<file path="src/rtl/assert_macros.svh">
// Assertion helpers shared by the RTL
`ifndef ASSERT_MACROS_SVH
`define ASSERT_MACROS_SVH

// same-cycle implication, disabled during reset
`define PKA_ASSERT_IMPL(lbl, ante, cons) \
   lbl: assert property (@(posedge clock) disable iff (reset) (ante) |-> (cons)) \
      else $error("pka implication check failed");

// next-cycle implication, disabled during reset
`define PKA_ASSERT_NEXT(lbl, ante, cons) \
   lbl: assert property (@(posedge clock) disable iff (reset) (ante) |=> (cons)) \
      else $error("pka next-cycle check failed");

`endif

</file>
<file path="src/rtl/pka_ram.sv">
module pka_ram #(
   parameter int WIDTH = 8,
   parameter int DEPTH = 8
) (
   input  logic                     clock,
   input  logic                     we,
   input  logic [$clog2(DEPTH)-1:0] waddr,
   input  logic [WIDTH-1:0]         wdata,
   input  logic [$clog2(DEPTH)-1:0] raddr,
   output logic [WIDTH-1:0]         rdata
);
   logic [WIDTH-1:0] mem_ff [DEPTH];
   logic [WIDTH-1:0] rdata_ff;

   always_ff @(posedge clock) begin
      if (we) begin
         mem_ff[waddr] <= wdata;
      end
      rdata_ff <= mem_ff[raddr];
   end

   assign rdata = rdata_ff;
endmodule

</file>
<file path="config.mk">
export PLATFORM = sky130hd
export DESIGN_NAME = pka_ram
export DESIGN_NICKNAME = d
export VERILOG_FILES = /design/src/rtl/assert_macros.svh /design/src/rtl/pka_ram.sv
export SDC_FILE = /design/constraint.sdc
export NUM_CORES = 1
export LEC_CHECK = 0
export ABC_AREA = 1
export ABC_CLOCK_PERIOD_IN_PS = 1200
export BUFFER_PORTS_ARGS = -buffer_cell sky130_fd_sc_hd__buf_2
export CELL_PAD_IN_SITES_DETAIL_PLACEMENT = 1
export CELL_PAD_IN_SITES_GLOBAL_PLACEMENT = 2
export CORE_ASPECT_RATIO = 1.75
export CORE_UTILIZATION = 36
export CTS_BUF_LIST = sky130_fd_sc_hd__clkbuf_8
export CTS_CLUSTER_DIAMETER = 40
export CTS_CLUSTER_SIZE = 16
export DETAILED_ROUTE_END_ITERATION = 7
export MAX_ROUTING_LAYER = met4
export PLACE_DENSITY_LB_ADDON = 0.1
export SLEW_MARGIN = 10
export SYNTH_ARGS = -nofsm -noshare
export SYNTH_HDL_FRONTEND = slang
export SYNTH_SLANG_ARGS = --single-unit
</file>
<file path="constraint.sdc">
create_clock -name clock -period 1.2 [get_ports clock]
set_clock_uncertainty 0.1 [all_clocks]
set_input_delay 0.3 -clock clock [delete_from_list [all_inputs] [get_ports clock]]
set_output_delay 0.3 -clock clock [all_outputs]
set_load 0.05 [all_outputs]
</file>
# Word level (Yosys, flattened, before mapping)
# Memories as Yosys holds them, arrays and structs flattened. A register that Yosys moved wholly into a read port is not among the register bits.
# Cells that the tools add are included.
# word_totals
reg_bits	0
in_bits	16
out_inout_bits	8
mem_count	1
ram_bits	64
# classes
n_mux	2
# memory_table
memory	words	width	read_ports	rd_ports_with_merged_regs	write_ports	line	source
mem_ff	8	8	1	1	1	pka_ram.sv:12	logic [WIDTH-1:0] mem_ff [DEPTH];
# ops
cell	count
1-bit two-way mux	2

# Logic depth before layout (Yosys ltp)
# logic_depth
depth_word	2
ltp_mapped	8
ltp_nobuf	6

# Least setup slack after synthesis
# No wires, ideal clock.
# synth_path
path_kind	input to register
from	in waddr[0]
to	mem mem_ff[0][0], enable pin
t_arrival_ns	0.805
setup_time_ns	0.370
required_ns	0.730
cell_stages	3
path_buffers	0
path_slack_ns	-0.075
cell_sequence	inv_1 -> nand2_1 -> nor2_1
# synth_rtl
item	line	source
start: declaration	pka_ram.sv:7	input logic [$clog2(DEPTH)-1:0] waddr,
end: declaration	pka_ram.sv:12	
# No word-level cell before the write port.

# Worst setup path in the final report
# layout_path
from	reg rdata_ff[1], in the netlist rdata[1], read port of mem_ff
to	out rdata[1]
# layout_rtl
item	line	source
start: declaration	pka_ram.sv:13	logic [WIDTH-1:0] rdata_ff;
end: declaration	pka_ram.sv:10	output logic [WIDTH-1:0] rdata
# No word-level cell between the ends.

==> metrics.yaml <==
floorplan:
  rows: 44
  die_width_um: 71.6
  initial_core_util_pct: 36.9
  io_pins: 24
  die_h_um: 124
  core_um2: 8260
  dieArea_um2: 8860
pwr:
  switching_power_w: 0.00123
  internal_power_w: 0.00375
  leakagePower_nw: 1.69
  power.density_nw_per_um2: 1370
  seqPwrFrac_pct: 57.6
  ir_drop_mv: 0.695
  p_sw_share_pct: 24.7
  pwr-share-comb_pct: 11.3
  clkPwrFrac_pct: 31.1
place:
  dp.cells: 424
  hpwl_mm: 4.79
  gp_congestion: 0.753
  io_buffers: 23
  place_ws_ns: -0.193
sta:
  max-slew-margin-rel_pct: 76.9
  min_period_ns: 1.22
  clock.fmax_mhz: 817
  fin_tns_setup_ns: -0.151
  final-hold-violation-count: 0
  timing.final.ws_setup_ns: -0.0238
  rsz0062_at_grt: "yes"
  min_period_over_period_pct: 102
  worst_pin_slew_ns: 0.346
  final_max_slew_viol_count: 0
  setup_violations: 8
clocking:
  numCtsBuffers: 9
  clkLatencyLatePin_ns: 0.34
  cts.sinks: 72
  path_clk_slew_ns: 0.07
  post_cts_buffers: 0
  postCtsHoldBufs: 0
  cts_root_buf: "clkbuf_8"
  cts-htree-levels: 3
  cts_tree: "done"
  clk_path_buf_depth: 2
worst_setup_path:
  critPathBufInv: 1
  path_delay_family: "flip-flops"
  cp_cell_sequence: "buf_8"
  critPathMaxFanout: 1
  cp_slowest_cell: "dfxtp_2"
  critPathKind: "reg2out"
  worst_path_largest_cell_delay_ns: 0.34
  start_kind: "register"
  crit_path_end_kind: "primary output"
  cp.required_ns: 0.80
  cp_data_arrival_time_ns: 0.82
drt:
  ant_nets: 0
  vias_per_cell: 4.51
  drt_iter0_drc: 93
  wl_per_cell_um: 16.0
  drc_errors: 0
  num_vias: 1981
  first_pass_iters: 4
  drt-total-wl_mm: 7.00
min_path:
  hold_path.class: "in2reg"
flow_run:
  drv_cap: 0
logic_synthesis:
  synth_cell_types: 11
  yosys_warnings: 0
  avgSynthCellArea_um2: 10.1
  synth_area_um2: 3050
  yosysSeqAreaShare_pct: 68.3
  syn-instance-count: 303
  synth_fp_nets: 319
  ys_seq_elements: 72
final_layout:
  num-fill-cells: 952
  final_nets: 359
  most-common-layout-cells: "nand2_1, inv_1, edfxtp_1"
  utilization_pct: 43.9
  fin_cells: 439
  final_common_cell: "nand2_1"
  layout-drive-gt1-share_pct: 18.2
  antenna_cells: 0
  area_growth_pct: 18.7
grt:
  grt_overflow_total: 0
  grt_pass1_wl_mm: 10.9
  grt_use_total_pct: 18.2
  antenna_found_initial: 0
  grt_max_degree: 20
  grt_pass1_vias: 2082
status:
  violations: "negative setup slack"
  status: "finished, violations left"
==> logic make-up after synthesis <==
family	count (synthesis)	synth area share, %
buffers and inverters	81	12.0
DFF	72	68.3
and+or+nand+nor	150	19.8
==> per-layer routing <==
metal,track usage [%],routed length [µm]
met5,-,0
met4,6.25,76
met3,5.10,213
met2,30.7,3710
met1,20.8,3000
==> cell usage after synthesis (all sizes together) <==
library cell	n	area share, %
buf	11	3.3
dfxtp	8	5.3
edfxtp	64	63
inv	70	8.7
nand2	110	14
nand3	32	5.3
nor2	8	0.98
==> final cells by class <==
type                       instances  area, µm²  area share [%]
multi-input combinational        150        608            16.8
clock buffer                       9        124            3.42
sequential                        72       2090            57.8
clock inverter                     6       27.5           0.760
timing repair buffer              40        390            10.8
tap                               92        115            3.18
inverter                          70        265            7.32
==> power groups by stage <==
stage	registers [W]	clock network, W	logic (W)
finish	0.00287	0.00155	0.000562
CTS	0.00286	0.00160	0.000561
global route	0.00287	0.00170	0.000620
detailed placement	0.00291	0	0.000523
global placement	0.00290	0	0.000523
floorplan	0.00300	0	0.000225
==> registers in the layout, summed over array words and instances (netlist names) <==
register  cells
mem_ff       64
rdata         8
==> per-stage QoR <==
| stage | instance area [µm²] | hold WS (ns) | total power [W] |
|---|---|---|---|
| after floorplan | 3060 | 0.299 | 0.00323 |
| after global placement | 3390 | 0.519 | 0.00343 |
| after detailed placement | 3390 | 0.531 | 0.00343 |
| after CTS | 3600 | 0.162 | 0.00503 |
| after global routing | 3620 | 0.167 | 0.00519 |
| final | 3620 | 0.176 | 0.00498 |
==> repair_timing <==
item	4_1_cts	5_1_grt
gates resized for setup	25	5
endpoints found under the setup margin	8	8
endpoints found under the hold margin	0	0
==> final timing paths <==
kind / startpoint / to / slack (ns) / cells after the start
worst max-delay path: rdata[1] / rdata[1] / -0.02 / 1
worst min-delay path: wdata[2] / mem_ff[2][2] / 0.18 / 1
worst max register to register: mem_ff[7][7] / rdata[7] / 0.23 / 6
worst min register to register: mem_ff[0][6] / rdata[6] / 0.54 / 6
Power figures use the tool's default switching activity.
