==> config.mk <==
export PLATFORM = sky130hd
export DESIGN_NAME = pka_divider
export DESIGN_NICKNAME = d
export VERILOG_FILES = /design/src/rtl/assert_macros.svh /design/src/rtl/pka_pkg.sv /design/src/rtl/pka_divider.sv
export SDC_FILE = /design/constraint.sdc
export NUM_CORES = 1
export LEC_CHECK = 0
export BUFFER_PORTS_ARGS = -buffer_cell sky130_fd_sc_hd__buf_2
export CAP_MARGIN = 20
export CORE_ASPECT_RATIO = 0.9
export CORE_UTILIZATION = 30
export DETAILED_ROUTE_END_ITERATION = 6
export SLEW_MARGIN = 20
export SYNTH_ARGS = -nofsm -noshare
export SYNTH_HDL_FRONTEND = slang
export SYNTH_SLANG_ARGS = --single-unit
==> constraint.sdc <==
create_clock -name clock -period 6.9 [get_ports clock]
set_clock_uncertainty 0.2 [all_clocks]
set_input_delay 1.035 -clock clock [delete_from_list [all_inputs] [get_ports clock]]
set_output_delay 1.035 -clock clock [all_outputs]
set_load 0.005 [all_outputs]
==> src/rtl/assert_macros.svh <==
// Assertion helpers shared by the RTL
`ifndef ASSERT_MACROS_SVH
`define ASSERT_MACROS_SVH

// same-cycle implication, disabled during reset
`define PKA_ASSERT_IMPL(lbl, ante, cons) \
   lbl: assert property (@(posedge clock) disable iff (reset) (ante) |-> (cons)) \
      else $error("pka implication check failed");

// next-cycle implication, disabled during reset
`define PKA_ASSERT_NEXT(lbl, ante, cons) \
   lbl: assert property (@(posedge clock) disable iff (reset) (ante) |=> (cons)) \
      else $error("pka next-cycle check failed");

`endif

==> src/rtl/pka_pkg.sv <==
package pka_pkg;

   localparam int MAX_KEYS    = 8;
   localparam int KEY_AW      = $clog2(MAX_KEYS);
   localparam int CNT_W       = KEY_AW + 1;
   localparam int COLOR_KEY_W = 56;
   localparam int SIZE_KEY_W  = 40;
   localparam int TIME_W      = 24;
   localparam int DIVD_W      = 40;
   localparam int CSR_W       = 48;
   localparam logic [TIME_W-1:0] TIME_MAX = '1;

   // request modes
   localparam logic [1:0] MODE_INIT  = 2'd0;
   localparam logic [1:0] MODE_TICK  = 2'd1;
   localparam logic [1:0] MODE_COLOR = 2'd2;
   localparam logic [1:0] MODE_SIZE  = 2'd3;

   // register indexes
   localparam logic [2:0] CSR_LIFETIME     = 3'd0;
   localparam logic [2:0] CSR_START_VEL    = 3'd1;
   localparam logic [2:0] CSR_ACCEL        = 3'd2;
   localparam logic [2:0] CSR_ANGULAR      = 3'd3;
   localparam logic [2:0] CSR_FRAME_TIMING = 3'd4;
   localparam logic [2:0] CSR_COLOR_PERIOD = 3'd5;
   localparam logic [2:0] CSR_SIZE_PERIOD  = 3'd6;
   localparam logic [2:0] CSR_FLAGS        = 3'd7;

   typedef enum logic [4:0] {
      ST_IDLE,
      ST_INIT_RD,
      ST_INTEG_ACC,
      ST_INTEG_VEL,
      ST_INTEG_POS,
      ST_FRAME,
      ST_FRAME_DIV,
      ST_PERIOD,
      ST_MOD_DIV,
      ST_CHECK,
      ST_RD_NEXT,
      ST_RD_A,
      ST_RD_B,
      ST_FACTOR,
      ST_FACT_DIV,
      ST_LERP_MUL,
      ST_LERP_ADD,
      ST_OUT
   } state_type;

   typedef struct packed {
      logic              start;
      logic [DIVD_W-1:0] dividend;
      logic [TIME_W-1:0] divisor;
   } div_req_type;

   typedef struct packed {
      logic              busy;
      logic              done;
      logic [DIVD_W-1:0] quotient;
      logic [TIME_W-1:0] remainder;
   } div_rsp_type;

   // saturating time add
   function automatic logic [TIME_W-1:0] tadd(input logic [TIME_W-1:0] a,
                                              input logic [TIME_W-1:0] b);
      logic [TIME_W:0] s;
      s = {1'b0, a} + {1'b0, b};
      return s[TIME_W] ? TIME_MAX : s[TIME_W-1:0];
   endfunction

endpackage

==> src/rtl/pka_divider.sv <==
module pka_divider (
   input  logic                 clock,
   input  logic                 reset,
   input  pka_pkg::div_req_type div_req,
   output pka_pkg::div_rsp_type div_rsp
);
   import pka_pkg::*;

   localparam int CW = $clog2(DIVD_W + 1);

   logic              busy_ff, busy_in;
   logic              done_ff, done_in;
   logic [CW-1:0]     cnt_ff, cnt_in;
   logic [DIVD_W-1:0] quo_ff, quo_in;
   logic [TIME_W-1:0] rem_ff, rem_in;
   logic [TIME_W-1:0] dvs_ff, dvs_in;

   // one quotient bit per cycle, restoring
   always_comb begin
      logic [TIME_W:0] trial;
      busy_in = busy_ff;
      done_in = 1'b0;
      cnt_in  = cnt_ff;
      quo_in  = quo_ff;
      rem_in  = rem_ff;
      dvs_in  = dvs_ff;
      trial   = {rem_ff, quo_ff[DIVD_W-1]};
      if (busy_ff) begin
         if (trial >= {1'b0, dvs_ff}) begin
            rem_in = TIME_W'(trial - {1'b0, dvs_ff});
            quo_in = {quo_ff[DIVD_W-2:0], 1'b1};
         end else begin
            rem_in = trial[TIME_W-1:0];
            quo_in = {quo_ff[DIVD_W-2:0], 1'b0};
         end
         cnt_in = cnt_ff - CW'(1);
         if (cnt_ff == CW'(1)) begin
            busy_in = 1'b0;
            done_in = 1'b1;
         end
      end else if (div_req.start) begin
         busy_in = 1'b1;
         cnt_in  = CW'(DIVD_W);
         quo_in  = div_req.dividend;
         rem_in  = '0;
         dvs_in  = div_req.divisor;
      end
   end

   always_ff @(posedge clock) begin
      if (reset) begin
         busy_ff <= 1'b0;
         done_ff <= 1'b0;
         cnt_ff  <= '0;
      end else begin
         busy_ff <= busy_in;
         done_ff <= done_in;
         cnt_ff  <= cnt_in;
      end
      quo_ff <= quo_in;
      rem_ff <= rem_in;
      dvs_ff <= dvs_in;
   end

   assign div_rsp.busy      = busy_ff;
   assign div_rsp.done      = done_ff;
   assign div_rsp.quotient  = quo_ff;
   assign div_rsp.remainder = rem_ff;
endmodule
== Yosys cells after proc, flatten, opt, wreduce, memory -nomap -nowiden ==
Cells that the tools add are included.

* Shifts and indexed selects: 0
* Bitwise operators: 1
* Div/mod/pow operators: 0
* Order comparisons: 1
* Add/subtract/negate cells: 2
* Multiplexer cells: 12
* Reduce and logical (&&, ||, !) cells: 3
* $mul: 0
* Equal/unequal tests: 1

{| class="wikitable"
|+ Operator list
! cell !! number
|-
| 2-to-1 mux 40 bit || 2
|-
| 2-to-1 mux 24 bit || 3
|-
| >= comparator 25 x 24 -> 1 bit || 1
|-
| subtractor 24 bit || 1
|-
| 2-to-1 mux 6 bit || 2
|-
| equality test 6 x 1 -> 1 bit, second input constant || 1
|-
| subtractor 6 x 1 -> 6 bit, second input constant || 1
|-
| 2-to-1 mux 1 bit || 5
|-
| AND reduction 2 bit || 1
|-
| nonzero test 2 bit || 1
|-
| OR reduction 2 bit || 1
|-
| NOT 1 bit || 1
|}

* Memories: 0
* Memory bits (read-only): 0
* Word-level logic and storage cells: 26
* Bits of input ports: 67
* RAM bits: 0
* Bits in registers: 96
* Latch bits: 0
* Output and inout port bits: 66

== Logic depth before layout (Yosys ltp) ==
Gate-level depths: netlist of run 1.

* Depth in word-level cells: 3
* Gate-level depth with buffers: 11

== Worst setup path after synthesis of run 1 ==
No wires, ideal clock.

* Path kind: input port to flip-flop
* Start point: input port div_req[64] in the netlist's numbering
* End point: register quo_ff[0] (enable)
* Stages: 2
* Library setup time: 0.418 ns
* Arrival: 2.345 ns
* Required time: 6.282 ns
* Setup slack: 3.936 ns
* Path buffers: 0
* Path through: nor2_1 inv_1

* Cells in the longest elaborated chain, start to end: 1

{| class="wikitable"
|+ Ends and longest elaborated chain
! item !! line !! source
|-
| start: declaration || pka_divider.sv:4 || <nowiki>input pka_pkg::div_req_type div_req,</nowiki>
|-
| nonzero test 2 bit (no source line) || -- ||
|-
| end signal: assignment || pka_divider.sv:60 || <nowiki>quo_ff <= quo_in;</nowiki>
|-
| end: declaration || pka_divider.sv:14 || <nowiki>logic [DIVD_W-1:0] quo_ff, quo_in;</nowiki>
|}

No other way between the ends.
A chain may end at the register's enable or synchronous reset.

== Worst setup path after layout of run 1 ==
* Start point: register quo_ff[39]
* End point: register rem_ff[12] (data pin)

* Cells in the longest elaborated chain, start to end: 3
* Elaborated cells on any way between the ends: 4
* Those cells by class: add/sub (1); order compare (1); mux (2)

{| class="wikitable"
|+ Ends and longest elaborated chain
! item !! line !! source
|-
| subtractor 24 bit / >= comparator 25 x 24 -> 1 bit (equally long branches) || pka_divider.sv:30, pka_divider.sv:29 ||
|-
| 2-to-1 mux 24 bit (*) || pka_divider.sv:29 || <nowiki>if (trial >= {1'b0, dvs_ff}) begin</nowiki>
|-
| 2-to-1 mux 24 bit (*) || pka_divider.sv:28 || <nowiki>if (busy_ff) begin</nowiki>
|-
| end signal: assignment || pka_divider.sv:61 || <nowiki>rem_ff <= rem_in;</nowiki>
|-
| end: declaration || pka_divider.sv:15 || <nowiki>logic [TIME_W-1:0] rem_ff, rem_in;</nowiki>
|}

Mark *: on every way between the ends. The rest lies on a longest branch, timed or not.

==> impl_metrics.py, run 1 <==
metrics = {
    "sta": {
        "hold_viol": 0,
        "max_freq_mhz": 316,
        "grt_setup_unrepaired": "false",
        "tightestPinTransition_ns": 0.874,
        "setup_viol": 0,
        "slew_headroom": 0.417,
        "fin_ws_ns": 3.73,
        "fin_crit_sh": 0.459,
        "drv_slew": 0,
        "setup_tns_ns": 0,
        "fin_crit_ns": 3.17,
    },
    "die": {
        "die_area_um2": 18500,
        "rows": 46,
        "initial_core_util": 0.306,
        "design.core.area_um2": 17600,
        "ios": 133,
        "die_h_um": 129,
        "die_x_um": 143,
    },
    "worst_setup_path": {
        "crit_path_frequent_cell": "inv_1",
        "cp.arrival_ns": 3.16,
        "crit_type": "flip-flop to flip-flop",
        "critical_path.top_delay_family": "compound AO/OA/AOI/OAI gates",
        "crit_path_max_incr_delay_ns": 0.46,
        "worst_path_max_delay_cell": "or4b_1",
        "crit_chain": "inv_1 -> ha_1 -> inv_1 -> fa_1 -> a21o_2 -> a31o_4 -> a211oi_4 -> or4b_1 -> o211ai_1 -> mux2i_1 -> nor2_1",
        "cp_max_fo": 4,
        "worstSetupStartpointType": "flip-flop",
        "worstPathRequired_ns": 6.89,
        "path_buf_inv": 2,
        "endpoint_kind": "flip-flop",
    },
    "placement": {
        "port_buffers": 132,
        "dp_slack_ns": 3.54,
        "routabilityCongestion": 0.851,
        "hpwl_mm": 9.19,
        "dp_cells": 821,
    },
    "pwr": {
        "total_power_w": 0.00182,
        "p_leak_nw": 2.73,
        "p_switching_w": 0.000572,
        "power_frac_comb": 0.285,
        "p_clk_frac": 0.298,
        "seq_power_share": 0.418,
        "powerDensity_nw_per_um2": 277,
        "switching_share": 0.314,
        "internal_power_w": 0.00125,
        "vdd_drop_max_mv": 0.113,
    },
    "clock_tree": {
        "clk_pin_slew_ns": 0.08,
        "clk_latency_ns": 0.36,
        "post_cts_buffers": 0,
        "root_buffer": "clkbuf_16",
        "cts.repair.resized": 0,
        "numCtsBuffers": 9,
        "cts_hold_buf": 0,
        "cts_max_level": 3,
        "cts_tree": "done",
        "cts_max_path_buffers": 2,
        "clock-sinks": 96,
    },
    "route": {
        "dr.pass1.iters": 4,
        "via_count": 4045,
        "totalWireLength_mm": 12.8,
        "wl_met2_mm": 5.87,
        "wl_per_cell_um": 15.2,
        "wl_met1_mm": 5.76,
        "vias_per_cell": 4.83,
        "wl_met3_mm": 1.02,
        "drcViolationCount": 0,
        "top_layer": "met5",
        "ant_nets": 0,
        "drtIter0Drc": 271,
    },
    "yosys": {
        "synth_top_cells_by_area": "edfxtp_1, mux2_2, ha_1, dfxtp_1, a21oi_1",
        "synth_nets": 559,
        "synth-seq-cells": 96,
        "yosysUniqueCellTypes": 57,
        "syn-cell-area_um2": 5380,
        "syn-mean-instance-area_um2": 11.6,
        "synthFlopType": "edfxtp_1",
        "synth_top_area_frac": 0.492,
        "synth_edf_count": 88,
        "synth_seq_area_share": 0.521,
        "async_reset_ff_frac": 0,
        "synthCells": 465,
        "post-synth-top-area-cell": "edfxtp_1",
        "synth_warnings": 0,
    },
    "worst_hold_path": {
        "min_path_type": "flip-flop to flip-flop",
    },
    "grt": {
        "antenna_found_initial": 1,
        "grt_pass1_wl_mm": 20.4,
        "grt_pass1_vias": 4028,
        "grt_max_degree": 65,
        "grt-ovfl-total": 0,
        "track_usage": 0.145,
    },
    "cells_and_area": {
        "mostFrequentLayoutCell": "buf_2",
        "utilization": 0.374,
        "finalNetCount": 687,
        "layout_common_cells": "buf_2, edfxtp_1, mux2_2",
        "num_antenna_cells": 0,
        "layout-drive-gt1-share": 0.338,
        "fin_cells": 838,
        "layout-area-overhead-vs-synth_pct": 22.2,
        "fill_cells": 1752,
    },
    "run": {
        "drv_cap": 0,
    },
    "status": {
        "status": "finished, final reports clean",
    },
}
## power by group through the flow
stage	Sequential (W)	Clock, W	Combinational [W]
final	0.000760	0.000542	0.000518
after CTS	0.000761	0.000559	0.000519
after global placement	0.000771	0	0.000511
after detailed placement	0.000773	0	0.000516
after floorplan	0.000770	0	0.000369
after global routing	0.000770	0.000580	0.000581
## per-stage QoR
step	hold slack [ns]	area, µm²
finish	0.271	6570
global route	0.295	6570
CTS	0.270	6560
detailed placement	0.262	6240
global placement	0.254	6240
floorplan	0.233	5380
## worst paths after layout
path         cells past startpoint  slack, ns          to  startpoint
max                             11       3.73  rem_ff[12]  quo_ff[39]
min                              1       0.27   cnt_ff[5]   cnt_ff[5]
max reg2reg                     11       3.73  rem_ff[12]  quo_ff[39]
min reg2reg                      1       0.27   cnt_ff[5]   cnt_ff[5]
## flip-flops by register name (all words and copies together), names as in the netlist
name,count
quo_ff,40
busy_ff,1
rem_ff,24
dvs_ff,24
done_ff,1
cnt_ff,6
## synth_stat cells, types with 3 or more instances
cell type / count
o21ai_0: 17
a211oi_1: 7
buf_4: 3
xor2_1: 7
o31ai_1: 5
buf_1: 5
a21oi_1: 31
nor3_1: 10
xnor2_1: 7
nand3b_1: 4
mux2_2: 39
nand3_1: 14
mux2i_1: 13
buf_2: 4
a22oi_1: 3
a21o_1: 4
and4_1: 4
nor4_1: 3
o211ai_1: 7
nand2b_1: 6
and2_1: 5
nor2_1: 32
dfxtp_1: 8
o21ai_1: 3
o21a_1: 6
inv_1: 34
ha_1: 26
nor2b_1: 4
edfxtp_1: 88
a31oi_1: 3
nand4_1: 6
clkbuf_1: 3
nand2_1: 24
## area by class of cell
| class | instances | area [µm²] | share of cell area |
|---|---|---|---|
| clock inverters | 6 | 81.3 | 0.0124 |
| flip-flops and latches | 96 | 2800 | 0.427 |
| repair buffers | 136 | 691 | 0.105 |
| well taps | 240 | 300 | 0.0457 |
| multi-input cells | 315 | 2320 | 0.354 |
| inverters | 35 | 131 | 0.0200 |
| clock buffers | 10 | 239 | 0.0364 |
## per-layer routing
metal,global-route usage,vias to the layer above
met5,0,-
met4,0.0354,2
met3,0.0592,7
met2,0.232,127
met1,0.180,1918
li1,-,1991
## cell families after synthesis
logic type,Yosys count,share of synthesized area
AND/OR/NAND/NOR,122,0.116
AO/OA/AOI/OAI,100,0.123
flip-flops,96,0.521
buffers and inverters,54,0.0468
multiplexers,52,0.106
adder cells (fa/ha/maj),27,0.0642
XOR/XNOR,14,0.0228
## worst register-to-register path: stages (launching register included)
cell and delay (ns):
edfxtp_1 0.45, inv_1 0.10, ha_1 0.17, inv_1 0.05, fa_1 0.40, a21o_2 0.26, a31o_4 0.26, a211oi_4 0.35
or4b_1 0.46, o211ai_1 0.11, mux2i_1 0.09, nor2_1 0.10
No activity file was read; power rests on OpenSTA's default activity.
==> run 2: changes to the inputs <==
Clock period 6.9 ns to 2.9 ns, I/O delays scaled along.
==> impl_metrics.py, run 2 (synthesis gave the netlist of run 1 again) <==
metrics = {
    "status": {
        "status": "finished, final reports clean",
    },
    "clock_tree": {
        "root_buffer": "clkbuf_16",
        "clk_pin_slew_ns": 0.08,
        "clk_latency_ns": 0.36,
        "numCtsBuffers": 9,
        "cts_tree": "done",
        "cts_hold_buf": 0,
        "cts_max_level": 3,
        "cts_max_path_buffers": 2,
        "clock-sinks": 96,
    },
    "cells_and_area": {
        "num_antenna_cells": 0,
        "finalNetCount": 717,
        "design_area_um2": 6890,
        "layout-drive-gt1-share": 0.389,
        "layout_common_cells": "buf_2, edfxtp_1, mux2_2",
        "layout-area-overhead-vs-synth_pct": 28.1,
        "largest_reg_flops": 40,
        "largest_register": "quo_ff",
        "top_regs": "quo_ff: 40 flops, dvs_ff: 24 flops, rem_ff: 24 flops",
        "fill_cells": 1738,
        "mostFrequentLayoutCell": "buf_2",
    },
    "grt": {
        "grt_pass1_vias": 4268,
        "antenna_found_initial": 0,
        "grt_max_degree": 40,
        "grt-ovfl-total": 0,
        "grt_pass1_wl_mm": 21.4,
        "track_usage": 0.152,
    },
    "pwr": {
        "internal_power_w": 0.00302,
        "p_clk_frac": 0.271,
        "switching_share": 0.321,
        "p_leak_nw": 2.89,
        "power_frac_comb": 0.321,
        "vdd_drop_max_mv": 0.350,
        "p_switching_w": 0.00143,
        "powerDensity_nw_per_um2": 645,
        "seq_power_share": 0.408,
    },
    "die": {
        "ios": 133,
        "design.core.area_um2": 17600,
        "rows": 46,
        "die_x_um": 143,
        "die_h_um": 129,
        "initial_core_util": 0.306,
        "die_area_um2": 18500,
    },
    "route": {
        "dr.pass1.iters": 4,
        "totalWireLength_mm": 13.5,
        "drtIter0Drc": 220,
        "via_count": 4171,
        "drcViolationCount": 0,
        "wl_per_cell_um": 15.5,
        "vias_per_cell": 4.81,
        "ant_nets": 0,
    },
    "placement": {
        "dpl-instance-area_um2": 6470,
        "hpwl_mm": 10.3,
        "routabilityCongestion": 0.841,
        "port_buffers": 132,
    },
    "sta": {
        "fin_crit_ns": 2.87,
        "max_freq_mhz": 348,
        "hold_viol": 0,
        "fin_crit_sh": 0.991,
        "grt_setup_unrepaired": "true",
        "hold_slack_ns": 0.0472,
        "tightestPinTransition_ns": 0.764,
        "drv_slew": 0,
        "slew_headroom": 0.488,
        "setup_viol": 0,
    },
    "worst_hold_path": {
        "min_path_type": "input port to flip-flop",
    },
    "worst_setup_path": {
        "cp_max_fo": 3,
        "regToRegSetupSlack_ns": 0.03,
        "endpoint_kind": "flip-flop",
        "worstSetupStartpointType": "flip-flop",
        "crit_type": "flip-flop to flip-flop",
        "cp.arrival_ns": 2.89,
        "worstPathRequired_ns": 2.91,
    },
    "run": {
        "drv_cap": 0,
    },
}
-- run 2: timing repair --
action	in CTS	in global routing
pin swaps	2	7
buffers inserted	1	5
endpoints found under the hold margin	0	0
gates resized for setup	3	14
endpoints found under the setup margin	2	24
-- run 2: final timing paths --
kind / startpoint / end / depth (start not counted)
hold reg to reg: cnt_ff[5] / cnt_ff[5] / 1
hold / removal: div_req[23] / dvs_ff[23] / 1
setup / recovery: quo_ff[39] / rem_ff[12] / 11
setup reg to reg: quo_ff[39] / rem_ff[12] / 11
-- run 2: per-stage QoR --
step / setup slack, ns / std cells / utilization / TNS, ns / total power (W)
2_1_floorplan: 0.0493 / 465 / - / 0 / 0.00271
3_3_place_gp: 0.0274 / 846 / 0.368 / 0 / 0.00319
3_5_place_dp: -0.104 / 846 / 0.368 / -0.154 / 0.00322
4_1_cts: 0.0249 / 863 / 0.387 / 0 / 0.00445
5_1_grt: -0.0819 / 868 / 0.392 / -0.578 / 0.00471
6_report: 0.0268 / 868 / 0.392 / 0 / 0.00444
-- run 2: cell type report --
cell class	count	area, µm²	area share
sequential	96	2800	0.407
clock buffer	10	239	0.0347
tap	240	300	0.0436
inverter	35	131	0.0191
clock inverter	6	55.1	0.00800
timing repair buffer	166	953	0.138
multi-input combinational	315	2400	0.349
-- run 2: power groups by stage --
stage                     registers [W]  logic [W]  clock network (W)
final                           0.00181    0.00143            0.00120
after global routing            0.00184    0.00157            0.00130
after CTS                       0.00182    0.00140            0.00124
after detailed placement        0.00184    0.00138                  0
after global placement          0.00184    0.00135                  0
after floorplan                 0.00183   0.000878                  0
-- run 2: routing by layer --
layer | GRT usage | part of all wire | wire length [µm]
met2 | 0.249 | 0.46 | 6260
met1 | 0.185 | 0.45 | 6000
met4 | 0.0500 | 0.014 | 183
met3 | 0.0555 | 0.076 | 1020
met5 | 0 | 0 | 0
-- run 2: worst max-delay path, stage by stage, from the launching register on --
cell and delay, ns:
edfxtp_1 0.38, inv_1 0.08, ha_2 0.19, inv_2 0.04, fa_2 0.35, a21o_4 0.22
a31o_4 0.25, a211oi_4 0.25, or4b_1 0.47, o211ai_1 0.11, mux2i_1 0.09, nor2_1 0.09
==> run 3: changes to the inputs <==
Settings changed: ABC_AREA set to 1.
==> impl_metrics.py, run 3 <==
metrics = {
    "status": {
        "status": "finished, final reports clean",
    },
    "clock_tree": {
        "numCtsBuffers": 9,
        "cts_tree": "done",
        "root_buffer": "clkbuf_16",
        "cts_max_level": 3,
        "cts_max_path_buffers": 2,
        "clock-sinks": 96,
        "clk_pin_slew_ns": 0.07,
        "clk_latency_ns": 0.36,
    },
    "worst_setup_path": {
        "reg2regPathDepth": 11,
        "crit_chain": "ha_1 -> nand2_1 -> nand2_1 -> a21oi_1 -> nand2_1 -> a21oi_4 -> nand3_4 -> nand2_2 -> nand2_1 -> nand2_1 -> inv_1",
        "worstPathRequired_ns": 2.81,
        "endpoint_kind": "flip-flop",
        "cp_max_fo": 17,
        "crit_path_max_incr_delay_ns": 0.48,
        "worstSetupStartpointType": "flip-flop",
        "r2r_end": "rem_ff[22]",
        "endpoint": "rem_ff[22]",
        "r2r-start": "rem_ff[13]",
        "regToRegSetupSlack_ns": 0.19,
        "crit_type": "flip-flop to flip-flop",
        "critPathLaunch": "rem_ff[13]",
        "worst_path_max_delay_cell": "edfxtp_1",
        "crit_path_frequent_cell": "nand2_1",
        "cp.arrival_ns": 2.62,
    },
    "die": {
        "die_h_um": 134,
        "initial_core_util": 0.310,
        "ios": 133,
        "design.core.area_um2": 18600,
        "die_area_um2": 19800,
        "rows": 47,
        "die_x_um": 148,
    },
    "pwr": {
        "switching_share": 0.352,
        "p_clk_frac": 0.276,
        "total_power_w": 0.00462,
        "seq_power_share": 0.397,
        "p_leak_nw": 3.68,
        "vdd_drop_max_mv": 0.321,
        "power_frac_comb": 0.326,
        "internal_power_w": 0.00300,
        "powerDensity_nw_per_um2": 653,
        "p_switching_w": 0.00163,
    },
    "route": {
        "via_count": 5024,
        "vias_per_cell": 4.44,
        "totalWireLength_mm": 15.6,
        "drcViolationCount": 0,
        "drtIter0Drc": 261,
        "dr.pass1.iters": 4,
        "ant_nets": 0,
        "wl_per_cell_um": 13.8,
    },
    "cells_and_area": {
        "fill_cells": 1970,
        "layout-area-overhead-vs-synth_pct": 22.5,
        "layout-drive-gt1-share": 0.203,
        "finalNetCount": 974,
        "largest_register": "quo_ff",
        "largest_reg_flops": 40,
        "top_regs": "quo_ff: 40 flops, dvs_ff: 24 flops, rem_ff: 24 flops",
        "mostFrequentLayoutCell": "nand2_1",
        "layout_common_cells": "nand2_1, buf_2, inv_1",
    },
    "sta": {
        "fin_crit_sh": 0.935,
        "drv_slew": 0,
        "tightestPinTransition_ns": 0.594,
        "fin_ws_ns": 0.190,
        "max_freq_mhz": 369,
        "setup_viol": 0,
        "fin_crit_ns": 2.71,
        "hold_viol": 0,
        "hold_slack_ns": 0.0494,
        "setup_tns_ns": 0,
        "grt_setup_unrepaired": "false",
        "slew_headroom": 0.604,
    },
    "yosys": {
        "async_reset_ff_frac": 0,
        "yosysUniqueCellTypes": 34,
        "synthSimpleGateAreaFrac": 0.315,
        "synth_compound_area_frac": 0.0329,
        "synth_top_area_frac": 0.457,
        "synth_nets": 835,
        "synth_edf_count": 88,
        "synthAdderAreaFrac": 0.0598,
        "synth_top_family_by_area": "simple AND/OR/NAND/NOR gates",
        "post-synth-top-area-cell": "edfxtp_1",
        "synth.most_common_cell": "nand2_1",
        "syn-cell-area_um2": 5780,
        "syn-mean-instance-area_um2": 7.80,
        "synthCells": 741,
        "synth-seq-cells": 96,
        "synth_seq_area_share": 0.485,
        "synthXorXnorAreaFrac": 0.0182,
        "synthFlopType": "edfxtp_1",
        "yosys-top-cells-count": "nand2_1, inv_1, edfxtp_1",
        "synthMuxAreaShare": 0,
        "synth_top_cells_by_area": "edfxtp_1, nand2_1, inv_1, ha_1, nor2_1",
        "synth_warnings": 0,
    },
    "grt": {
        "grt_max_degree": 42,
        "grt-ovfl-total": 0,
        "grt_pass1_wl_mm": 25.5,
        "antenna_found_initial": 0,
        "track_usage": 0.167,
        "grt_pass1_vias": 5152,
    },
    "worst_hold_path": {
        "min_path_type": "input port to flip-flop",
    },
    "placement": {
        "port_buffers": 132,
        "dp_slack_ns": 0.0429,
        "hpwl_mm": 11.9,
        "routabilityCongestion": 0.917,
    },
    "run": {
        "drv_cap": 0,
    },
}
run 3: cell types whose count changed in the layout (fill, tap and decap cells not counted), moves of 17 or more:
cell     previous run  this run
mux2_2             39         0
inv_1              32       107
nor2_1             32        68
nand3_1            12        29
buf_4              31        12
nand2_1            23       309
run 3: critical path, delay by kind of cell, from the launching register on:
| kind | cells | cell delay (ns) |
|---|---|---|
| simple gates | 7 | 0.96 |
| fa+ha+maj | 1 | 0.41 |
| flops | 1 | 0.48 |
| compound gates | 2 | 0.37 |
| buf+inv | 1 | 0.03 |
run 3: metal layers:
metal / part of all wire / GRT usage / routed length (µm)
met5: 0 / 0 / 0
met4: 0.016 / 0.0498 / 254
met3: 0.074 / 0.0534 / 1150
met2: 0.45 / 0.270 / 6950
met1: 0.46 / 0.212 / 7240
run 3: metrics by stage:
stage | area [µm²] | std cells | utilization
floorplan | 5780 | 741 | -
global placement | 6740 | 1110 | 0.362
detailed placement | 6740 | 1110 | 0.362
CTS | 7040 | 1126 | 0.378
global route | 7080 | 1130 | 0.380
finish | 7080 | 1131 | 0.380
run 3: power by group through the flow:
stage	sequential (W)	combinational, W	clock (W)
finish	0.00184	0.00151	0.00128
global route	0.00186	0.00172	0.00136
CTS	0.00184	0.00149	0.00132
detailed placement	0.00187	0.00149	0
global placement	0.00187	0.00148	0
floorplan	0.00186	0.00101	0
run 3: kinds of logic after synthesis:
family / count (synthesis)
xor+xnor: 12
flops: 96
buf+inv: 127
compound gates: 34
simple gates: 445
fa+ha+maj: 27
run 3: how the worst min path moves through the flow:
stage	start	endpoint	slack [ns]	cells after the start
2_1_floorplan	cnt_ff[5]	cnt_ff[5]	0.25	2
3_5_place_dp	cnt_ff[4]	cnt_ff[4]	0.28	2
5_1_grt	div_req[19]	dvs_ff[19]	0.04	1
4_1_cts	div_req[19]	dvs_ff[19]	0.03	1
3_3_place_gp	cnt_ff[5]	cnt_ff[5]	0.27	2
6_report	div_req[13]	dvs_ff[13]	0.05	1
run 3: final cells by class:
type                    count  area [µm²]  area share
inverters                 109         409      0.0578
diodes                      1        2.50    0.000353
multi-input cells         518        2460       0.348
repair buffers            146         791       0.112
well taps                 245         307      0.0433
clock buffers              10         229      0.0323
clock inverters             6        73.8      0.0104
flip-flops and latches     96        2800       0.396
run 3: what timing repair did:
action                     CTS  global route
setup buffers                0             4
gates resized for setup      0             2
setup endpoints to repair    0             8
hold buffers                 0             0
